File: src/ebb_pkg.sv
// ebb_pkg: shared codes, reset values and controller/datapath command types
// for the edge-normalised box blur block. No dependencies.
`default_nettype none
package ebb_pkg;

  localparam logic [1:0] ACT_WRITE = 2'd0;
  localparam logic [1:0] ACT_READ  = 2'd1;
  localparam logic [1:0] ACT_BLUR  = 2'd2;

  localparam logic [1:0] CFG_FRAME_WIDTH  = 2'd0;
  localparam logic [1:0] CFG_FRAME_HEIGHT = 2'd1;
  localparam logic [1:0] CFG_KERNEL_SIZE  = 2'd2;
  localparam logic [1:0] CFG_BLUR_PASSES  = 2'd3;

  localparam logic [15:0] Q16_ONE    = 16'hFFFF;
  localparam logic [3:0]  PASS_LIMIT = 4'd8;

  localparam logic [8:0] RST_FRAME_WIDTH  = 9'd256;
  localparam logic [8:0] RST_FRAME_HEIGHT = 9'd256;
  localparam logic [3:0] RST_KERNEL_SIZE  = 4'd5;
  localparam logic [3:0] RST_BLUR_PASSES  = 4'd1;

  typedef struct packed {
    logic accept;
    logic clr_step;
    logic copy_init;
    logic copy_step;
    logic pix_init;
    logic win_init;
    logic win_step;
    logic div_load;
    logic div_step;
    logic pix_write;
    logic out_read;
    logic out_blur;
  } ebb_cmd_t;

  typedef struct packed {
    logic       in_rd_hit;
    logic       in_blur;
    logic       out_free;
    logic       clr_last;
    logic       copy_last;
    logic       win_last;
    logic       div_last;
    logic       pix_last;
    logic       frame_empty;
    logic [3:0] passes;
  } ebb_sts_t;

endpackage
`default_nettype wire

File: src/ebb_ctrl.sv
// ebb_ctrl: sequencer for clearing, pixel access and blur passes
// drives ebb_datapath through ebb_cmd_t, uses ebb_pkg
`default_nettype none
module ebb_ctrl import ebb_pkg::*; (
  input  logic     clk,
  input  logic     rst_n,
  input  logic     in_valid,
  output logic     in_ready,
  input  ebb_sts_t sts,
  output ebb_cmd_t cmd
);

  typedef enum logic [3:0] {
    S_CLEAR, S_IDLE, S_RD_WAIT, S_PASS, S_COPY, S_WIN_INIT,
    S_WIN, S_DRAIN, S_DIV_LOAD, S_DIV, S_WRBACK
  } state_t;

  state_t     state_r, state_nxt;
  logic [3:0] pass_r, pass_nxt;

  assign in_ready = (state_r == S_IDLE) && sts.out_free;

  always_comb begin
    state_nxt = state_r;
    pass_nxt  = pass_r;
    cmd       = '0;
    unique case (state_r)
      S_CLEAR: begin
        cmd.clr_step = 1'b1;
        if (sts.clr_last) state_nxt = S_IDLE;
      end
      S_IDLE: begin
        if (in_valid && in_ready) begin
          cmd.accept = 1'b1;
          if (sts.in_blur) begin
            pass_nxt  = '0;
            state_nxt = S_PASS;
          end else if (sts.in_rd_hit) begin
            state_nxt = S_RD_WAIT;
          end
        end
      end
      S_RD_WAIT: begin
        cmd.out_read = 1'b1;
        state_nxt    = S_IDLE;
      end
      S_PASS: begin
        if (pass_r < sts.passes && !sts.frame_empty) begin
          cmd.copy_init = 1'b1;
          pass_nxt      = pass_r + 4'd1;
          state_nxt     = S_COPY;
        end else begin
          cmd.out_blur = 1'b1;
          state_nxt    = S_IDLE;
        end
      end
      S_COPY: begin
        cmd.copy_step = 1'b1;
        if (sts.copy_last) begin
          cmd.pix_init = 1'b1;
          state_nxt    = S_WIN_INIT;
        end
      end
      S_WIN_INIT: begin
        cmd.win_init = 1'b1;
        state_nxt    = S_WIN;
      end
      S_WIN: begin
        cmd.win_step = 1'b1;
        if (sts.win_last) state_nxt = S_DRAIN;
      end
      S_DRAIN: state_nxt = S_DIV_LOAD;
      S_DIV_LOAD: begin
        cmd.div_load = 1'b1;
        state_nxt    = S_DIV;
      end
      S_DIV: begin
        cmd.div_step = 1'b1;
        if (sts.div_last) state_nxt = S_WRBACK;
      end
      S_WRBACK: begin
        cmd.pix_write = 1'b1;
        state_nxt     = sts.pix_last ? S_PASS : S_WIN_INIT;
      end
      default: state_nxt = S_IDLE;
    endcase
  end

  always_ff @(posedge clk) begin
    if (!rst_n) begin
      state_r <= S_CLEAR;
      pass_r  <= '0;
    end else begin
      state_r <= state_nxt;
      pass_r  <= pass_nxt;
    end
  end

  a_ready_idle: assert property (@(posedge clk) disable iff (!rst_n)
    in_ready |-> state_r == S_IDLE) else $error("ready outside idle");
  a_pass_bound: assert property (@(posedge clk) disable iff (!rst_n)
    pass_r <= PASS_LIMIT) else $error("pass count overrun");
  a_rd_from_idle: assert property (@(posedge clk) disable iff (!rst_n)
    state_r == S_RD_WAIT |-> $past(state_r) == S_IDLE) else $error("bad read entry");
  a_div_after_load: assert property (@(posedge clk) disable iff (!rst_n)
    state_r == S_DIV_LOAD |=> state_r == S_DIV) else $error("divider not started");

endmodule
`default_nettype wire

File: config.mk
export PLATFORM = sky130hd
export DESIGN_NAME = ebb_ctrl
export DESIGN_NICKNAME = d
export VERILOG_FILES = /design/src/ebb_pkg.sv /design/src/ebb_ctrl.sv
export SDC_FILE = /design/constraint.sdc
export NUM_CORES = 1
export LEC_CHECK = 0
export BUFFER_PORTS_ARGS = -buffer_cell sky130_fd_sc_hd__buf_4
export CAP_MARGIN = 25
export CORE_ASPECT_RATIO = 0.9
export CORE_MARGIN = 4
export CORE_UTILIZATION = 31
export CTS_CLUSTER_SIZE = 30
export DETAILED_ROUTE_END_ITERATION = 12
export PLACE_DENSITY = 0.61
export SETUP_SLACK_MARGIN = 0.2
export SLEW_MARGIN = 5
export SYNTH_ARGS = -nofsm -noshare
export SYNTH_HDL_FRONTEND = slang
export SYNTH_SLANG_ARGS = --single-unit
File: constraint.sdc
create_clock -name clk -period 1.5 [get_ports clk]
set_input_delay 0.3 -clock clk [delete_from_list [all_inputs] [get_ports clk]]
set_output_delay 0.3 -clock clk [all_outputs]
set_load 0.02 [all_outputs]
==> results.toml <==
[power_and_ir_drop]
switching_power_mw = 0.173
clkPwrFrac_pct = 25.2
power.internal_mw = 0.442
p_seq_share_pct = 35.4
power.leakage_nw = 0.695
ir_drop_mv = 0.482
p_per_area_mw_per_mm2 = 400
pwr-share-comb_pct = 39.3
switching_share_pct = 28.2

[final_layout]
fill_cells = 116
nNetsFinal = 174
drive_gt1_share_pct = 73.7
diodes = 0
area_growth_pct = 131
final_area_mm2 = 0.00154

[timing]
rsz0062_at_grt = "true"
finalHoldViolations = 0
setup_viol = 14
hold_slack_ns = 0.352
final.period_utilization_pct = 121
fin_ws_ns = -0.318
relSlewSlack_pct = 80.6
worstMarginPinSlew_ns = 0.291
setup_tns_ns = -1.55
fmax_ghz = 0.550
period_needed_ns = 1.82
fin_skew_ns = 0.000519
maxSlewViolCount = 0

[placed_design]
gp_congestion = 0.790
place_area_mm2 = 0.00110
port-buffer-count = 28
dp_hpwl_um = 1550

[routing]
drt-pass1-iter-count = 4
vias_per_cell = 5.15
drc = 0
drt-total-wl_um = 2720
antenna_left = 0
vias = 911
drt-initial-drc-count = 17
wl_per_cell_um = 15.4

[global_routing]
grt_start_max_net_pins = 9
grt_overflow_total = 0
antenna_found_initial = 0
grt_pass1_vias = 850
grt.total_usage_pct = 17.1
grt_pass1_wl_um = 3960

[worst_setup_path]
crit_required_ns = 1.20
endpoint_kind = "output pin"
crit_path_start_kind = "flop"
cp_max_fo = 2
path_class = "flop to output pin"
ff2ff_setup_slack_ns = -0.22
cp.arrival_ns = 1.52
r2r_cells = 7
reg2reg_from = "pass_r[3]"
timing.rr.end = "pass_r[3]"

[job]
maxCapViolCount = 0

[logic_synthesis]
yosysSeqAreaShare_pct = 24.1
synth_fp_nets = 102
syn_area_um2 = 666
yosysWarnings = 0
avgSynthCellArea_um2 = 8.12
synth_seq_cells = 8
ys_types = 34
synthCells = 82

[clocking]
root_buffer = "clkbuf_4"
cts_buffer_depth = 2
path_clk_slew_ns = 0.05
htreeDepth = 1
cts_sinks = 8
cts-buffers-inserted = 3
cts_tree = "built"
hold_buffers = 0
clk-insertion-delay-late_ns = 0.24

[run_status]
status = "finished, violations left"
violations = "negative setup slack"

[floorplan]
rows = 15
chipWidth_um = 56.8
core_area_mm2 = 0.00197
io_pins = 29
initial_utilization_pct = 33.8
die_y_um = 52.0
die_area_mm2 = 0.00295

[worst_hold_path]
min_path_cells = 2
min_path_type = "input pin to flop"
worstHoldStart = "rst_n"
holdPathEnd = "state_r[0]"
-- cells in the final DEF (no fill, tap or decap), drive strengths merged --
cell type,n
buf,71
nor2,8
nor3,8
dfxtp,8
inv,5
a21oi,5
nand2b,4
nand3,4
nand2,4
o21ai,4
ha,4
and2,3
clkbuf,3
or4b,2
xor2,2
o211ai,2
nor3b,1
and4bb,1
a211oi,1
nor4,1
and3,1
or2,1
a41o,1
a22oi,1
o211a,1
o32ai,1
or3,1
mux2i,1
o311a,1
o22a,1
o2111ai,1
-- layer usage --
layer	routed length (um)	global-route usage [%]	vias up
met5	0	0	-
met4	70	4.63	0
met3	107	1.74	10
met2	1330	30.0	25
met1	1210	22.3	431
li1	-	-	445
-- synthesized netlist by cell type --
cell type | instances | share of area, %
ha_1 | 4 | 7.5
o32ai_1 | 1 | 1.3
nor2_1 | 8 | 4.5
nand2b_1 | 4 | 3.8
dfxtp_1 | 8 | 24
a22oi_1 | 1 | 1.1
mux2i_1 | 1 | 1.5
o211a_1 | 1 | 1.5
or3_1 | 1 | 0.94
xor2_1 | 2 | 2.6
a21oi_2 | 1 | 1.3
nor3b_2 | 1 | 1.9
buf_2 | 2 | 1.5
o2111ai_1 | 1 | 1.3
buf_6 | 1 | 1.7
or2_1 | 1 | 0.94
nand3_1 | 4 | 3.0
and3_1 | 1 | 0.94
nand2_1 | 4 | 2.3
o211ai_4 | 1 | 3.2
or4b_1 | 2 | 3.0
a21oi_1 | 4 | 3.0
nor4_1 | 1 | 0.94
o22a_1 | 1 | 1.3
and4bb_4 | 1 | 2.4
a41o_1 | 1 | 1.5
a211oi_4 | 1 | 3.0
o311a_1 | 1 | 1.5
and2_1 | 3 | 2.8
o211ai_1 | 1 | 1.1
o21ai_0 | 4 | 3.0
nor3_1 | 8 | 6.0
inv_1 | 5 | 2.8
clkbuf_1 | 1 | 0.56
-- power by group through the flow --
stage          Combinational (mW)  Sequential [mW]  Clock, mW
2_1_floorplan              0.0894            0.223          0
3_3_place_gp                0.165            0.224          0
3_5_place_dp                0.167            0.225          0
4_1_cts                     0.217            0.218      0.158
5_1_grt                     0.256            0.219      0.181
6_report                    0.242            0.218      0.155
-- cells by family (layout without fill, tap and decap cells) --
| family | count (synthesis) | count (layout) | synth area share [%] |
|---|---|---|---|
| multiplexers | 1 | 1 | 1.50 |
| buffers and inverters | 9 | 79 | 6.58 |
| AO/OA/AOI/OAI | 19 | 19 | 24.3 |
| XOR/XNOR | 2 | 2 | 2.63 |
| AND/OR/NAND/NOR | 39 | 39 | 33.5 |
| adder cells (fa/ha/maj) | 4 | 4 | 7.52 |
| flip-flops | 8 | 8 | 24.1 |
-- through the flow --
step | util, % | worst slack [ns] | power (mW) | std cells
finish | 78.1 | -0.318 | 0.615 | 177
global route | 78.1 | -0.408 | 0.657 | 177
CTS | 72.8 | -0.318 | 0.592 | 169
detailed placement | 56.1 | -0.217 | 0.391 | 151
global placement | 56.1 | -0.184 | 0.390 | 151
floorplan | - | -0.0639 | 0.313 | 82
-- what timing repair did --
action | CTS | global route
cloned | 0 | 0
setup endpoints to repair | 20 | 20
pin swaps | 15 | 15
gates resized for setup | 48 | 13
setup buffers | 15 | 8
endpoints found under the hold margin | 0 | 0
-- state kept, by name, indices dropped and copies added, names as in the netlist --
signal and cells:
pass_r 4, state_r 4
-- critical path, stage by stage (launching register included) --
cell	delay [ns]
dfxtp_4	0.35
ha_4	0.27
o211ai_1	0.10
buf_4	0.17
o211ai_4	0.20
inv_2	0.05
buf_6	0.13
-- worst max path at each step --
| stage | start | end | slack (ns) |
|---|---|---|---|
| after global routing | pass_r[3] | cmd[9] | -0.41 |
| after global placement | sts[3] | cmd[0] | -0.18 |
| final | pass_r[3] | cmd[9] | -0.32 |
| after detailed placement | sts[1] | pass_r[3] | -0.22 |
| after floorplan | pass_r[1] | state_r[0] | -0.06 |
| after CTS | pass_r[3] | cmd[9] | -0.32 |
-- layout make-up --
| class | count | area, um^2 | area share, % |
|---|---|---|---|
| clock buffer | 3 | 22.5 | 1.46 |
| tap | 25 | 31.3 | 2.03 |
| multi-input combinational | 65 | 637 | 41.4 |
| inverter | 5 | 21.3 | 1.38 |
| timing repair buffer | 71 | 649 | 42.2 |
| sequential | 8 | 178 | 11.5 |
Note: power is estimated with default switching activity, not from simulation.
